`config.mk`:
```
export PLATFORM = sky130hd
export DESIGN_NAME = greedy_full_text_justifier_flat
export DESIGN_NICKNAME = d
export VERILOG_FILES = /design/src/hw/rtl/gftj_pkg.sv /design/src/hw/rtl/gftj_char_if.sv /design/src/hw/rtl/gftj_line_if.sv /design/src/hw/rtl/gftj_cfg_if.sv /design/src/hw/rtl/gftj_ram.sv /design/src/hw/rtl/gftj_div.sv /design/src/hw/rtl/gftj_front.sv /design/src/hw/rtl/gftj_back.sv /design/src/hw/rtl/greedy_full_text_justifier.sv /design/src/flat_wrapper.sv
export SDC_FILE = /design/constraint.sdc
export NUM_CORES = 2
export LEC_CHECK = 0
export BUFFER_PORTS_ARGS = -buffer_cell sky130_fd_sc_hd__buf_2
export CORE_MARGIN = 2
export CORE_UTILIZATION = 23
export CTS_BUF_LIST = sky130_fd_sc_hd__clkbuf_16
export DETAILED_ROUTE_END_ITERATION = 10
export GPL_TIMING_DRIVEN = 0
export PLACE_DENSITY = 0.41
export SLEW_MARGIN = 20
export SYNTH_ARGS = -nofsm -noshare
export SYNTH_HDL_FRONTEND = slang
export SYNTH_SLANG_ARGS = --single-unit
```
`constraint.sdc`:
```
create_clock -name clk -period 7.25 [get_ports clk]
set_input_delay 0.725 -clock clk [delete_from_list [all_inputs] [get_ports clk]]
set_output_delay 0.725 -clock clk [all_outputs]
set_load 0.005 [all_outputs]
```
`src/hw/rtl/gftj_pkg.sv`:
```
`timescale 1ns / 1ps
// ----------------------------------------------------------------------------
// gftj_pkg
// Shared constants, types and codes of the greedy full-text justifier.
// ----------------------------------------------------------------------------
package gftj_pkg;

  // Line geometry.
  localparam int MAX_WIDTH  = 64;
  localparam int MAX_WORDS  = 32;
  localparam int CFG_W      = 7;
  localparam int BYTE_W     = 8;
  localparam int USED_W     = 8;

  // Counts that can reach MAX_WIDTH itself, word counts that can reach MAX_WORDS.
  localparam int CNT_W      = $clog2(MAX_WIDTH + 1);
  localparam int WCNT_W     = $clog2(MAX_WORDS + 1);
  localparam int WORD_AW    = (MAX_WORDS > 1) ? $clog2(MAX_WORDS) : 1;

  // Text ring: buffered line plus the word being received.
  localparam int RING_DEPTH = 2 * MAX_WIDTH;
  localparam int RING_AW    = $clog2(RING_DEPTH);

  // Divider step counter.
  localparam int DIV_CNT_W  = $clog2(CNT_W + 1);

  localparam logic [BYTE_W-1:0] SPACE_CHAR       = 8'd32;
  localparam logic [CFG_W-1:0]  LINE_WIDTH_RESET = 7'd16;

  // Item classes found by the front end.
  typedef enum logic [1:0] {
    CLS_CHAR,
    CLS_WORD_END,
    CLS_FLUSH
  } item_cls_t;

  typedef struct packed {
    item_cls_t         cls;
    logic [BYTE_W-1:0] text_byte;
  } item_t;

  // Queue port between front and back end.
  typedef struct packed {
    logic  valid;
    item_t item;
  } queue_word_t;

  // Back end sequencer.
  typedef enum logic [2:0] {
    B_IDLE,
    B_DIV,
    B_ISSUE,
    B_LOAD,
    B_COMMIT
  } back_state_t;

  // Walk through the buffered line during output.
  typedef enum logic [1:0] {
    W_NEXT,
    W_CHAR,
    W_GAP,
    W_PAD
  } walk_mode_t;

  typedef struct packed {
    logic               start;
    logic [CNT_W-1:0]   dividend;
    logic [WORD_AW-1:0] divisor;
  } div_req_t;

  typedef struct packed {
    logic               done;
    logic [CNT_W-1:0]   quotient;
    logic [WORD_AW-1:0] remainder;
  } div_rsp_t;

endpackage

```
`src/hw/rtl/gftj_char_if.sv`:
```
`timescale 1ns / 1ps
// ----------------------------------------------------------------------------
// gftj_char_if
// Input channel: one text character or end-of-text mark per word.
// ----------------------------------------------------------------------------
interface gftj_char_if;
  logic       valid;
  logic       ready;
  logic       action;
  logic [7:0] text_byte;
  logic       word_last;

  modport source (output valid, output action, output text_byte, output word_last,
                  input ready);
  modport sink (input valid, input action, input text_byte, input word_last,
                output ready);
endinterface

```
`src/hw/rtl/gftj_line_if.sv`:
```
`timescale 1ns / 1ps
// ----------------------------------------------------------------------------
// gftj_line_if
// Output channel: one character of a justified line per word.
// ----------------------------------------------------------------------------
interface gftj_line_if;
  logic       valid;
  logic       ready;
  logic [7:0] out_byte;
  logic       line_last;
  logic       text_last;

  modport source (output valid, output out_byte, output line_last, output text_last,
                  input ready);
  modport sink (input valid, input out_byte, input line_last, input text_last,
                output ready);
endinterface

```
`src/hw/rtl/gftj_cfg_if.sv`:
```
`timescale 1ns / 1ps
// ----------------------------------------------------------------------------
// gftj_cfg_if
// Configuration write channel for the line width register.
// ----------------------------------------------------------------------------
interface gftj_cfg_if;
  logic       valid;
  logic       ready;
  logic [6:0] line_width;

  modport source (output valid, output line_width, input ready);
  modport sink (input valid, input line_width, output ready);
endinterface

```
`src/hw/rtl/gftj_ram.sv`:
```
`timescale 1ns / 1ps
// ----------------------------------------------------------------------------
// gftj_ram
// Generic simple dual-port RAM with one write port and a registered read.
// ----------------------------------------------------------------------------
module gftj_ram #(
  parameter int WIDTH = 8,
  parameter int DEPTH = 64
) (
  input  logic                     clk,
  input  logic                     we,
  input  logic [$clog2(DEPTH)-1:0] waddr,
  input  logic [WIDTH-1:0]         wdata,
  input  logic [$clog2(DEPTH)-1:0] raddr,
  output logic [WIDTH-1:0]         rdata
);

  logic [WIDTH-1:0] mem [DEPTH];

  // Write and registered read.
  always_ff @(posedge clk) begin
    if (we) begin
      mem[waddr] <= wdata;
    end
    rdata <= mem[raddr];
  end

endmodule

```
`src/hw/rtl/gftj_div.sv`:
```
`timescale 1ns / 1ps
// ----------------------------------------------------------------------------
// gftj_div
// Restoring divider, one quotient bit per cycle, for the gap widths.
// ----------------------------------------------------------------------------
module gftj_div (
  input  logic               clk,
  input  logic               rst,
  input  gftj_pkg::div_req_t req,
  output gftj_pkg::div_rsp_t rsp
);

  logic                                busy;
  logic [gftj_pkg::DIV_CNT_W-1:0]      cnt;
  logic [gftj_pkg::CNT_W-1:0]          quo;
  logic [gftj_pkg::WORD_AW-1:0]        rem;
  logic [gftj_pkg::WORD_AW-1:0]        dsr;
  logic                                done;
  logic [gftj_pkg::WORD_AW:0]          trial;
  logic                                take;
  logic [gftj_pkg::WORD_AW:0]          diff;

  // Trial subtraction of the divisor from the shifted partial remainder.
  always_comb begin
    trial = {rem, quo[gftj_pkg::CNT_W-1]};
    diff  = trial - {1'b0, dsr};
    take  = (trial >= {1'b0, dsr});
  end

  // Control state.
  always_ff @(posedge clk) begin
    if (rst) begin
      busy <= 1'b0;
      cnt  <= '0;
      done <= 1'b0;
    end else begin
      done <= busy && (cnt == gftj_pkg::DIV_CNT_W'(1));
      if (req.start) begin
        busy <= 1'b1;
        cnt  <= gftj_pkg::DIV_CNT_W'(gftj_pkg::CNT_W);
      end else if (busy) begin
        cnt <= cnt - gftj_pkg::DIV_CNT_W'(1);
        if (cnt == gftj_pkg::DIV_CNT_W'(1)) begin
          busy <= 1'b0;
        end
      end
    end
  end

  // Datapath.
  always_ff @(posedge clk) begin
    if (req.start) begin
      quo <= req.dividend;
      rem <= '0;
      dsr <= req.divisor;
    end else if (busy) begin
      quo <= {quo[gftj_pkg::CNT_W-2:0], take};
      rem <= take ? diff[gftj_pkg::WORD_AW-1:0] : trial[gftj_pkg::WORD_AW-1:0];
    end
  end

  assign rsp.done      = done;
  assign rsp.quotient  = quo;
  assign rsp.remainder = rem;

endmodule

```
`src/hw/rtl/gftj_front.sv`:
```
`timescale 1ns / 1ps
// ----------------------------------------------------------------------------
// gftj_front
// Accepts input words, classifies them and queues them for the back end.
// ----------------------------------------------------------------------------
module gftj_front (
  input  logic                  clk,
  input  logic                  rst,
  gftj_char_if.sink             chars,
  output gftj_pkg::queue_word_t q_out,
  input  logic                  q_ready
);

  gftj_pkg::item_t slots [2];
  logic            wr_ptr;
  logic            rd_ptr;
  logic [1:0]      fill;
  logic            push;
  logic            pop;
  gftj_pkg::item_t item_in;

  // Classify the incoming word.
  always_comb begin
    item_in.text_byte = chars.text_byte;
    if (chars.action) begin
      item_in.cls = gftj_pkg::CLS_FLUSH;
    end else if (chars.word_last) begin
      item_in.cls = gftj_pkg::CLS_WORD_END;
    end else begin
      item_in.cls = gftj_pkg::CLS_CHAR;
    end
  end

  assign chars.ready = (fill != 2'd2);
  assign push        = chars.valid && chars.ready;
  assign pop         = q_out.valid && q_ready;

  // Two-entry queue pointers.
  always_ff @(posedge clk) begin
    if (rst) begin
      wr_ptr <= 1'b0;
      rd_ptr <= 1'b0;
      fill   <= 2'd0;
    end else begin
      if (push) begin
        wr_ptr <= ~wr_ptr;
      end
      if (pop) begin
        rd_ptr <= ~rd_ptr;
      end
      fill <= fill + {1'b0, push} - {1'b0, pop};
    end
  end

  // Queue storage.
  always_ff @(posedge clk) begin
    if (push) begin
      slots[wr_ptr] <= item_in;
    end
  end

  assign q_out.valid = (fill != 2'd0);
  assign q_out.item  = slots[rd_ptr];

endmodule

```
`src/hw/rtl/gftj_back.sv`:
```
`timescale 1ns / 1ps
// ----------------------------------------------------------------------------
// gftj_back
// Stores words, decides line breaks and streams out justified lines.
// ----------------------------------------------------------------------------
module gftj_back (
  input  logic                       clk,
  input  logic                       rst,
  input  logic [gftj_pkg::CNT_W-1:0] width,
  input  gftj_pkg::queue_word_t      q_in,
  output logic                       q_ready,
  gftj_line_if.source                lines
);

  gftj_pkg::back_state_t state, state_next;
  gftj_pkg::walk_mode_t  mode, mode_next;

  // Line and word bookkeeping.
  logic [gftj_pkg::RING_AW-1:0] head;
  logic [gftj_pkg::CNT_W-1:0]   ltl;
  logic [gftj_pkg::WCNT_W-1:0]  count;
  logic [gftj_pkg::USED_W-1:0]  used;
  logic [gftj_pkg::CNT_W-1:0]   wl;
  logic [gftj_pkg::CNT_W-1:0]   wl_inc;
  logic                         emit_last;

  // Walker registers.
  logic [gftj_pkg::CNT_W-1:0]   gap;
  logic [gftj_pkg::WORD_AW-1:0] extra;
  logic [gftj_pkg::CNT_W-1:0]   tpos, tpos_next;
  logic [gftj_pkg::WCNT_W-1:0]  nwi, nwi_next;
  logic [gftj_pkg::CNT_W-1:0]   rem, rem_next;
  logic [gftj_pkg::CNT_W-1:0]   gaprem, gaprem_next;
  logic [gftj_pkg::CNT_W-1:0]   col;

  // Output register.
  logic                         out_valid;
  logic [gftj_pkg::BYTE_W-1:0]  out_byte;
  logic                         line_last;
  logic                         text_last;

  // Memories.
  logic                         text_we;
  logic [gftj_pkg::RING_AW-1:0] text_waddr;
  logic [gftj_pkg::RING_AW-1:0] text_raddr;
  logic [gftj_pkg::BYTE_W-1:0]  text_rdata;
  logic                         len_we;
  logic [gftj_pkg::CNT_W-1:0]   len_rdata;

  gftj_pkg::div_req_t div_req;
  gftj_pkg::div_rsp_t div_rsp;

  // Decisions and step values.
  logic                         take_item;
  logic                         is_flush;
  logic                         is_end;
  logic                         need_break;
  logic                         multi_word;
  logic [gftj_pkg::CNT_W-1:0]   spare;
  logic                         load;
  logic                         col_last;
  logic [gftj_pkg::BYTE_W-1:0]  byte_v;
  logic                         word_done;
  logic [gftj_pkg::WCNT_W-1:0]  fin_idx;
  logic [gftj_pkg::CNT_W-1:0]   gap_len;
  logic [gftj_pkg::CNT_W:0]     ltl_sum;

  gftj_ram #(.WIDTH(gftj_pkg::BYTE_W), .DEPTH(gftj_pkg::RING_DEPTH)) u_text_ram (
    .clk   (clk),
    .we    (text_we),
    .waddr (text_waddr),
    .wdata (q_in.item.text_byte),
    .raddr (text_raddr),
    .rdata (text_rdata)
  );

  gftj_ram #(.WIDTH(gftj_pkg::CNT_W), .DEPTH(gftj_pkg::MAX_WORDS)) u_len_ram (
    .clk   (clk),
    .we    (len_we),
    .waddr (count[gftj_pkg::WORD_AW-1:0]),
    .wdata (wl),
    .raddr (nwi[gftj_pkg::WORD_AW-1:0]),
    .rdata (len_rdata)
  );

  gftj_div u_div (
    .clk (clk),
    .rst (rst),
    .req (div_req),
    .rsp (div_rsp)
  );

  // Word and line arithmetic on the item at the queue head.
  always_comb begin
    is_flush   = (q_in.item.cls == gftj_pkg::CLS_FLUSH);
    is_end     = (q_in.item.cls == gftj_pkg::CLS_WORD_END);
    wl_inc     = wl + gftj_pkg::CNT_W'(wl < width);
    need_break = (count != '0) &&
                 ((({1'b0, used} + (gftj_pkg::USED_W + 1)'(wl_inc)) >
                   (gftj_pkg::USED_W + 1)'(width)) ||
                  (count >= gftj_pkg::WCNT_W'(gftj_pkg::MAX_WORDS)));
    multi_word = (count > gftj_pkg::WCNT_W'(1));
    spare      = (ltl < width) ? (width - ltl) : '0;
    take_item  = (state == gftj_pkg::B_IDLE) && q_in.valid;
    text_we    = take_item && !is_flush && (wl < width);
    text_waddr = head + gftj_pkg::RING_AW'(ltl) + gftj_pkg::RING_AW'(wl);
    text_raddr = head + gftj_pkg::RING_AW'(tpos);
    len_we     = (state == gftj_pkg::B_COMMIT) &&
                 (count < gftj_pkg::WCNT_W'(gftj_pkg::MAX_WORDS));
    load       = (state == gftj_pkg::B_LOAD) && (!out_valid || lines.ready);
    col_last   = (col == width - gftj_pkg::CNT_W'(1));
    ltl_sum    = {1'b0, ltl} + {1'b0, wl};
  end

  // One step of the walk: the byte for the current column and the next position.
  always_comb begin
    mode_next   = mode;
    rem_next    = rem;
    gaprem_next = gaprem;
    nwi_next    = nwi;
    tpos_next   = tpos;
    byte_v      = gftj_pkg::SPACE_CHAR;
    word_done   = 1'b0;
    fin_idx     = nwi;
    case (mode)
      gftj_pkg::W_NEXT: begin
        if (nwi < count) begin
          byte_v    = text_rdata;
          tpos_next = tpos + gftj_pkg::CNT_W'(1);
          nwi_next  = nwi + gftj_pkg::WCNT_W'(1);
          if (len_rdata > gftj_pkg::CNT_W'(1)) begin
            mode_next = gftj_pkg::W_CHAR;
            rem_next  = len_rdata - gftj_pkg::CNT_W'(1);
          end else begin
            word_done = 1'b1;
          end
        end else begin
          mode_next = gftj_pkg::W_PAD;
        end
      end
      gftj_pkg::W_CHAR: begin
        byte_v    = text_rdata;
        tpos_next = tpos + gftj_pkg::CNT_W'(1);
        rem_next  = rem - gftj_pkg::CNT_W'(1);
        fin_idx   = nwi - gftj_pkg::WCNT_W'(1);
        word_done = (rem == gftj_pkg::CNT_W'(1));
      end
      gftj_pkg::W_GAP: begin
        gaprem_next = gaprem - gftj_pkg::CNT_W'(1);
        if (gaprem == gftj_pkg::CNT_W'(1)) begin
          mode_next = gftj_pkg::W_NEXT;
        end
      end
      default: begin
        mode_next = gftj_pkg::W_PAD;
      end
    endcase
    // The leftmost gaps take one extra space each.
    gap_len = gap + gftj_pkg::CNT_W'(fin_idx < gftj_pkg::WCNT_W'(extra));
    if (word_done) begin
      if ((fin_idx + gftj_pkg::WCNT_W'(1)) < count) begin
        if (gap_len != '0) begin
          mode_next   = gftj_pkg::W_GAP;
          gaprem_next = gap_len;
        end else begin
          mode_next = gftj_pkg::W_NEXT;
        end
      end else begin
        mode_next = gftj_pkg::W_PAD;
      end
    end
  end

  // Next state and control outputs.
  always_comb begin
    state_next       = state;
    q_ready          = 1'b0;
    div_req.start    = 1'b0;
    div_req.dividend = spare;
    div_req.divisor  = gftj_pkg::WORD_AW'(count - gftj_pkg::WCNT_W'(1));
    case (state)
      gftj_pkg::B_IDLE: begin
        q_ready = 1'b1;
        if (q_in.valid) begin
          if (is_flush) begin
            state_next = gftj_pkg::B_ISSUE;
          end else if (is_end) begin
            if (need_break && multi_word) begin
              div_req.start = 1'b1;
              state_next    = gftj_pkg::B_DIV;
            end else if (need_break) begin
              state_next = gftj_pkg::B_ISSUE;
            end else begin
              state_next = gftj_pkg::B_COMMIT;
            end
          end
        end
      end
      gftj_pkg::B_DIV: begin
        if (div_rsp.done) begin
          state_next = gftj_pkg::B_ISSUE;
        end
      end
      gftj_pkg::B_ISSUE: begin
        state_next = gftj_pkg::B_LOAD;
      end
      gftj_pkg::B_LOAD: begin
        if (load) begin
          if (!col_last) begin
            state_next = gftj_pkg::B_ISSUE;
          end else if (emit_last) begin
            state_next = gftj_pkg::B_IDLE;
          end else begin
            state_next = gftj_pkg::B_COMMIT;
          end
        end
      end
      gftj_pkg::B_COMMIT: begin
        state_next = gftj_pkg::B_IDLE;
      end
      default: begin
        state_next = gftj_pkg::B_IDLE;
      end
    endcase
  end

  // State register.
  always_ff @(posedge clk) begin
    if (rst) begin
      state <= gftj_pkg::B_IDLE;
    end else begin
      state <= state_next;
    end
  end

  // Line bookkeeping: word receive, line clear after output, word commit.
  always_ff @(posedge clk) begin
    if (rst) begin
      head  <= '0;
      ltl   <= '0;
      count <= '0;
      used  <= '0;
      wl    <= '0;
    end else begin
      if (take_item && !is_flush) begin
        wl <= wl_inc;
      end
      if (load && col_last) begin
        head  <= head + gftj_pkg::RING_AW'(ltl);
        ltl   <= '0;
        count <= '0;
        used  <= '0;
        if (emit_last) begin
          wl <= '0;
        end
      end
      if (state == gftj_pkg::B_COMMIT) begin
        if (count < gftj_pkg::WCNT_W'(gftj_pkg::MAX_WORDS)) begin
          count <= count + gftj_pkg::WCNT_W'(1);
        end
        ltl  <= (ltl_sum > (gftj_pkg::CNT_W + 1)'(gftj_pkg::MAX_WIDTH)) ?
                gftj_pkg::CNT_W'(gftj_pkg::MAX_WIDTH) : ltl_sum[gftj_pkg::CNT_W-1:0];
        used <= used + gftj_pkg::USED_W'(wl) + gftj_pkg::USED_W'(1);
        wl   <= '0;
      end
    end
  end

  // Walker: set up at the start of a line, advanced on each output byte.
  always_ff @(posedge clk) begin
    if (rst) begin
      mode <= gftj_pkg::W_PAD;
      col  <= '0;
    end else if (take_item && (is_flush || (is_end && need_break))) begin
      mode      <= gftj_pkg::W_NEXT;
      col       <= '0;
      tpos      <= '0;
      nwi       <= '0;
      emit_last <= is_flush;
      gap       <= gftj_pkg::CNT_W'(1);
      extra     <= '0;
    end else begin
      if (div_rsp.done && (state == gftj_pkg::B_DIV)) begin
        gap   <= div_rsp.quotient;
        extra <= div_rsp.remainder;
      end
      if (load) begin
        mode   <= mode_next;
        rem    <= rem_next;
        gaprem <= gaprem_next;
        nwi    <= nwi_next;
        tpos   <= tpos_next;
        col    <= col + gftj_pkg::CNT_W'(1);
      end
    end
  end

  // Output register.
  always_ff @(posedge clk) begin
    if (rst) begin
      out_valid <= 1'b0;
    end else if (load) begin
      out_valid <= 1'b1;
    end else if (lines.ready) begin
      out_valid <= 1'b0;
    end
  end

  always_ff @(posedge clk) begin
    if (load) begin
      out_byte  <= byte_v;
      line_last <= col_last;
      text_last <= col_last && emit_last;
    end
  end

  assign lines.valid     = out_valid;
  assign lines.out_byte  = out_byte;
  assign lines.line_last = line_last;
  assign lines.text_last = text_last;

endmodule

```
`src/hw/rtl/greedy_full_text_justifier.sv`:
```
`timescale 1ns / 1ps
// ----------------------------------------------------------------------------
// greedy_full_text_justifier
// Greedy line filler with full justification, one output byte per word.
// ----------------------------------------------------------------------------
// Characters enter on chars and wait in a two-entry queue; the back end takes
// a plain character in its idle state. A word end that breaks a line starts a
// gap divide (lines of two or more words), then streams line_width bytes, each
// one read of the single text memory port (ISSUE state) followed by a load of
// the output register (LOAD state); the COMMIT state then commits the word.
// End of text streams line_width bytes the same way. The line width register
// must be written on cfg only while the block is idle; the block itself does
// not enforce this. 0 acts as 1 and values above 64 act as 64.
module greedy_full_text_justifier (
  input logic       clk,
  input logic       rst,
  gftj_char_if.sink chars,
  gftj_line_if.source lines,
  gftj_cfg_if.sink  cfg
);

  logic [gftj_pkg::CFG_W-1:0] line_width;
  logic [gftj_pkg::CNT_W-1:0] width;
  gftj_pkg::queue_word_t      q_word;
  logic                       q_ready;

  // Line width register.
  assign cfg.ready = 1'b1;

  always_ff @(posedge clk) begin
    if (rst) begin
      line_width <= gftj_pkg::LINE_WIDTH_RESET;
    end else if (cfg.valid) begin
      line_width <= cfg.line_width;
    end
  end

  // Clamp the width to the supported range.
  always_comb begin
    if (line_width == '0) begin
      width = gftj_pkg::CNT_W'(1);
    end else if (line_width > gftj_pkg::CFG_W'(gftj_pkg::MAX_WIDTH)) begin
      width = gftj_pkg::CNT_W'(gftj_pkg::MAX_WIDTH);
    end else begin
      width = gftj_pkg::CNT_W'(line_width);
    end
  end

  gftj_front u_front (
    .clk     (clk),
    .rst     (rst),
    .chars   (chars),
    .q_out   (q_word),
    .q_ready (q_ready)
  );

  gftj_back u_back (
    .clk     (clk),
    .rst     (rst),
    .width   (width),
    .q_in    (q_word),
    .q_ready (q_ready),
    .lines   (lines)
  );

endmodule

```
`src/flat_wrapper.sv`:
```
// flat-port wrapper written by rule: the top's interface ports become plain ports
module greedy_full_text_justifier_flat 
  (clk, rst, chars_valid, chars_action, chars_text_byte, chars_word_last, chars_ready, lines_valid, lines_out_byte, lines_line_last, lines_text_last, lines_ready, cfg_valid, cfg_line_width, cfg_ready);
  gftj_char_if chars_i ();
  gftj_line_if lines_i ();
  gftj_cfg_if cfg_i ();
  input logic clk;
  input logic rst;
  input wire logic [$bits(chars_i.valid)-1:0] chars_valid;
  input wire logic [$bits(chars_i.action)-1:0] chars_action;
  input wire logic [$bits(chars_i.text_byte)-1:0] chars_text_byte;
  input wire logic [$bits(chars_i.word_last)-1:0] chars_word_last;
  output wire logic [$bits(chars_i.ready)-1:0] chars_ready;
  output wire logic [$bits(lines_i.valid)-1:0] lines_valid;
  output wire logic [$bits(lines_i.out_byte)-1:0] lines_out_byte;
  output wire logic [$bits(lines_i.line_last)-1:0] lines_line_last;
  output wire logic [$bits(lines_i.text_last)-1:0] lines_text_last;
  input wire logic [$bits(lines_i.ready)-1:0] lines_ready;
  input wire logic [$bits(cfg_i.valid)-1:0] cfg_valid;
  input wire logic [$bits(cfg_i.line_width)-1:0] cfg_line_width;
  output wire logic [$bits(cfg_i.ready)-1:0] cfg_ready;
  assign chars_i.valid = chars_valid;
  assign chars_i.action = chars_action;
  assign chars_i.text_byte = chars_text_byte;
  assign chars_i.word_last = chars_word_last;
  assign chars_ready = chars_i.ready;
  assign lines_valid = lines_i.valid;
  assign lines_out_byte = lines_i.out_byte;
  assign lines_line_last = lines_i.line_last;
  assign lines_text_last = lines_i.text_last;
  assign lines_i.ready = lines_ready;
  assign cfg_i.valid = cfg_valid;
  assign cfg_i.line_width = cfg_line_width;
  assign cfg_ready = cfg_i.ready;
  greedy_full_text_justifier u_core (.clk(clk), .rst(rst), .chars(chars_i), .lines(lines_i), .cfg(cfg_i));
endmodule
```
==> insert_results.sql <==
INSERT INTO impl_metrics (metric_group, metric, value, unit) VALUES
('clock_network', 'cts_made_buffers', '159', ''),
('routing', 'drt_first_pass_iters', '7', ''),
('worst_setup_path', 'crit_type', 'reg -> reg', ''),
('global_route', 'grt_start_max_net_pins', '101', ''),
('power', 'internal_power', '15100', 'uW'),
('clock_network', 'clk_latency', '0.82', 'ns'),
('global_route', 'grt_remaining_overflow', '0', ''),
('global_route', 'initial_antenna_violation_count', '15', ''),
('timing', 'finalMaxSlewViolations', '0', ''),
('worst_setup_path', 'endpoint_kind', 'flop', ''),
('synth', 'synth-seq-area-share', '0.709', ''),
('floorplan', 'die_width', '509', 'um'),
('timing', 'headroom_to_the_max_slew_limit', '0.215', ''),
('timing', 'rsz0062_at_grt', 'false', ''),
('placed_design', 'globalplace.congestion', '0.821', ''),
('routing', 'wl_per_cell', '23.8', 'um'),
('worst_setup_path', 'critPathMaxFanout', '10', ''),
('worst_setup_path', 'timing.critical_path.from_type', 'flop', ''),
('synth', 'ys_ff_latch', '1415', ''),
('timing', 'post-route-min-period', '6.61', 'ns'),
('worst_setup_path', 'worst_ep_arrival_time', '7.08', 'ns'),
('global_route', 'gr-usage-met2', '0.204', ''),
('routing', 'detail_route.vias_per_cell', '4.36', ''),
('power', 'power.sequential.fraction', '0.471', ''),
('cells_and_area', 'synthToLayoutAreaGrowth', '17.1', '%'),
('floorplan', 'io_pins', '35', ''),
('timing', 'hold_viol', '0', ''),
('hold_path', 'timing.hold.worst.class', 'in -> reg', ''),
('timing', 'postLayoutSetupSlackWorst', '0.636', 'ns'),
('worst_setup_path', 'cp_data_required_time', '7.72', 'ns'),
('outcome', 'outcome', 'finished, final reports clean', ''),
('floorplan', 'rows', '185', ''),
('clock_network', 'clock-root-buffer', 'sky130_fd_sc_hd__clkbuf_16', ''),
('power', 'net-switching-power', '5470', 'uW'),
('floorplan', 'initial_core_util', '0.231', ''),
('routing', 'ant_nets', '0', ''),
('clock_network', 'clk_transition_reported_paths', '0.06', 'ns'),
('synth', 'synthesis.nets', '3433', ''),
('timing', 'final_setup_viols', '0', ''),
('clock_network', 'cts-htree-levels', '4', ''),
('power', 'combPwrFrac', '0.142', ''),
('synth', 'synthesis.area_per_instance', '17.8', 'um2'),
('synth', 'netlist_instances', '3296', ''),
('power', 'net_switching_fraction_of_the_power', '0.267', ''),
('power', 'static_power_due_to_leakage', '0.0221', 'uW'),
('cells_and_area', 'finalNetCount', '3645', ''),
('job', 'drv.max_cap_violation_count', '0', ''),
('timing', 'tightestPinTransition', '1.17', 'ns'),
('global_route', 'number_of_global_route_vias_before_repair', '31693', ''),
('timing', 'fin_crit_sh', '0.912', ''),
('placed_design', 'detailed_place_hpwl', '113', 'mm'),
('power', 'vdd_ir_drop_max', '0.197', 'mV'),
('cells_and_area', 'drive_above_1_share', '0.195', ''),
('timing', 'holdWs', '0.120', 'ns'),
('global_route', 'grt_util_all_layers', '0.128', ''),
('cells_and_area', 'fillCellCount', '25618', ''),
('clock_network', 'tritoncts', 'yes', ''),
('clock_network', 'number_of_sinks_handled_by_clock_tree_synthesis', '1415', ''),
('routing', 'drt_iter0_markers', '2503', ''),
('synth', 'synth_enable_flop_cells', '1330', ''),
('synth', 'ys.flop_type', 'sky130_fd_sc_hd__edfxtp_1', ''),
('placed_design', 'port_buffers', '32', ''),
('power', 'power', '20500', 'uW'),
('routing', 'drt_drc_violations_left', '0', ''),
('global_route', 'met1_usage', '0.177', ''),
('synth', 'synth_cell_type_count', '76', ''),
('power', 'power.share.clock', '0.387', ''),
('power', 'p_per_area', '298', 'nW/um2'),
('timing', 'fmaxAchievable', '0.151', 'GHz'),
('global_route', 'globalRoute.busiestLayer', 'met2', ''),
('clock_network', 'clock_path_buffers', '3', ''),
('synth', 'postSynth.asyncResetShare', '0', ''),
('global_route', 'met3_usage', '0.0237', ''),
('floorplan', 'die-area', '259000', 'um2'),
('floorplan', 'die_height', '509', 'um'),
('synth', 'synthesis.area', '58700', 'um2'),
('routing', 'routed_wirelength', '167', 'mm'),
('timing', 'worst_skew', '0.0603', 'ns'),
('synth', 'yosys_warnings', '0', ''),
('floorplan', 'placeable_area', '254000', 'um2'),
('placed_design', 'dp_worst_setup_slack', '-0.479', 'ns'),
('routing', 'via_count', '30571', ''),
('global_route', 'grt_pass1_wl', '238', 'mm');
cell usage after synthesis, drive strengths merged, types with 9 or more instances:
cell type / n / area share
or3: 12 / 0.0014
nand3: 51 / 0.0043
edfxtp: 1330 / 0.68
mux2: 15 / 0.0029
o22ai: 22 / 0.0023
ha: 107 / 0.023
o21ai: 60 / 0.0051
a21o: 19 / 0.0024
mux2i: 55 / 0.0094
a211oi: 16 / 0.0022
a32o: 16 / 0.0027
nor2b: 19 / 0.0020
o21bai: 9 / 0.0012
nand2: 245 / 0.016
or4: 11 / 0.0014
nor3b: 10 / 0.0013
a22o: 15 / 0.0022
xor2: 48 / 0.0072
nor3: 41 / 0.0038
clkbuf: 86 / 0.0055
a21oi: 50 / 0.0043
and3: 20 / 0.0021
a32oi: 17 / 0.0025
nor2: 262 / 0.017
dfxtp: 85 / 0.029
nand2b: 9 / 0.00096
clkinv: 14 / 0.00089
inv: 74 / 0.0047
mux4: 342 / 0.13
xnor2: 53 / 0.0080
and2: 26 / 0.0028
buf: 61 / 0.0059
layout by cell type (no fill, tap or decap), types with 48 or more instances in the layout:
master and count:
sky130_fd_sc_hd__edfxtp_1 1330, sky130_fd_sc_hd__dfxtp_1 78, sky130_fd_sc_hd__inv_1 105, sky130_fd_sc_hd__nand3_1 51
sky130_fd_sc_hd__o21ai_0 55, sky130_fd_sc_hd__clkinv_1 50, sky130_fd_sc_hd__clkbuf_1 82, sky130_fd_sc_hd__buf_2 58
sky130_fd_sc_hd__a21oi_1 50, sky130_fd_sc_hd__mux2i_1 55, sky130_fd_sc_hd__xnor2_1 52, sky130_fd_sc_hd__xor2_1 48
sky130_fd_sc_hd__mux4_2 342, sky130_fd_sc_hd__ha_1 107, sky130_fd_sc_hd__nor2_1 256, sky130_fd_sc_hd__nand2_1 245
sky130_fd_sc_hd__clkbuf_16 160
power groups by stage:
stage | logic [uW] | clock network, uW | registers (uW)
2_1_floorplan | 1650 | 0 | 9840
3_3_place_gp | 2760 | 0 | 9960
3_5_place_dp | 2970 | 0 | 9850
4_1_cts | 2980 | 8140 | 9670
5_1_grt | 3180 | 8440 | 9690
6_report | 2910 | 7940 | 9670
path summary, 6_finish.rpt:
path,startpoint,end,slack (ns),depth (start not counted)
max,u_core.line_width[6]$_SDFFE_PP0P_,u_core.u_back.nwi[5]$_SDFFCE_PP0P_,0.64,24
min,chars_text_byte[3],u_core.u_front.slots[0][3]$_DFFE_PP_,0.12,1
max reg2reg,u_core.line_width[6]$_SDFFE_PP0P_,u_core.u_back.nwi[5]$_SDFFCE_PP0P_,0.64,24
min reg2reg,u_core.u_back.u_div.cnt[2]$_SDFFE_PP0P_,u_core.u_back.u_div.done$_SDFF_PP0_,0.49,1
flip-flops by register name, summed over array words and instances, names as in the netlist, 8 cells and up, named ones only:
register and cells:
u_core.u_back.u_text_ram.mem 1024, u_core.u_back.lines.out_byte 8, u_core.u_back.u_text_ram.rdata 8, u_core.u_front.slots 20, u_core.u_back.u_len_ram.mem 224, u_core.u_back.used 8
routing by layer:
metal	vias to the layer above	wire length [um]
met1	16197	77500
met4	2	4260
met2	627	77900
li1	13515	-
met3	230	6870
met5	-	13
critical path: stages (launching register included):
cell and delay [ns]:
sky130_fd_sc_hd__dfxtp_1 0.38, sky130_fd_sc_hd__clkbuf_2 0.26, sky130_fd_sc_hd__nor2b_1 0.31, sky130_fd_sc_hd__inv_1 0.21, sky130_fd_sc_hd__ha_1 0.30, sky130_fd_sc_hd__and3_1 0.18
sky130_fd_sc_hd__o2111a_1 0.19, sky130_fd_sc_hd__nor3b_1 0.24, sky130_fd_sc_hd__ha_1 0.21, sky130_fd_sc_hd__and3_1 0.23, sky130_fd_sc_hd__nand3_1 0.13, sky130_fd_sc_hd__xnor2_1 0.28
sky130_fd_sc_hd__ha_1 0.31, sky130_fd_sc_hd__a21o_1 0.21, sky130_fd_sc_hd__a31oi_1 0.18, sky130_fd_sc_hd__xnor2_1 0.15, sky130_fd_sc_hd__ha_1 0.28, sky130_fd_sc_hd__a2111oi_0 0.36
sky130_fd_sc_hd__o21ai_0 0.15, sky130_fd_sc_hd__a21oi_1 0.16, sky130_fd_sc_hd__a211oi_1 0.10, sky130_fd_sc_hd__o21ai_2 0.31, sky130_fd_sc_hd__o21a_2 0.43, sky130_fd_sc_hd__clkbuf_2 0.39
sky130_fd_sc_hd__o21ai_1 0.29
through the flow:
step	std cells	util	cell area, um2	setup TNS [ns]
2_1_floorplan	3296	-	58700	0
3_3_place_gp	6694	0.248	63100	-33.53
4_1_cts	7001	0.271	68800	0
6_report	7005	0.271	68800	0
5_1_grt	7003	0.271	68800	0
3_5_place_dp	6713	0.251	63700	-7.07
cell families after synthesis:
logic type | after synthesis | synth area share
muxes | 412 | 0.143
other | 1 | 0.0000638
buffers and inverters | 235 | 0.0170
adders and majority gates | 115 | 0.0255
DFF | 1415 | 0.709
and+or+nand+nor | 735 | 0.0564
xor gates and xnor gates | 101 | 0.0152
AOI/OAI and AO/OA | 282 | 0.0336
repair_timing:
| item | in CTS | in global routing |
|---|---|---|
| endpoints found under the setup margin | 25 | 25 |
| resized for setup | 2 | 3 |
| buffers inserted | 0 | 0 |
| hold buffers | 0 | 0 |
final cells by class:
class	count	area [um2]	share of cell area
flip-flops and latches	1415	41600	0.605
multi-input cells	1646	16300	0.236
well taps	3366	4210	0.0612
clock buffers	160	4000	0.0582
clock inverters	128	1110	0.0161
plain buffers	147	678	0.00985
repair buffers	51	569	0.00827
inverters	88	330	0.00480
diodes	4	10.0	0.000145
Power figures use the tool's default switching activity.
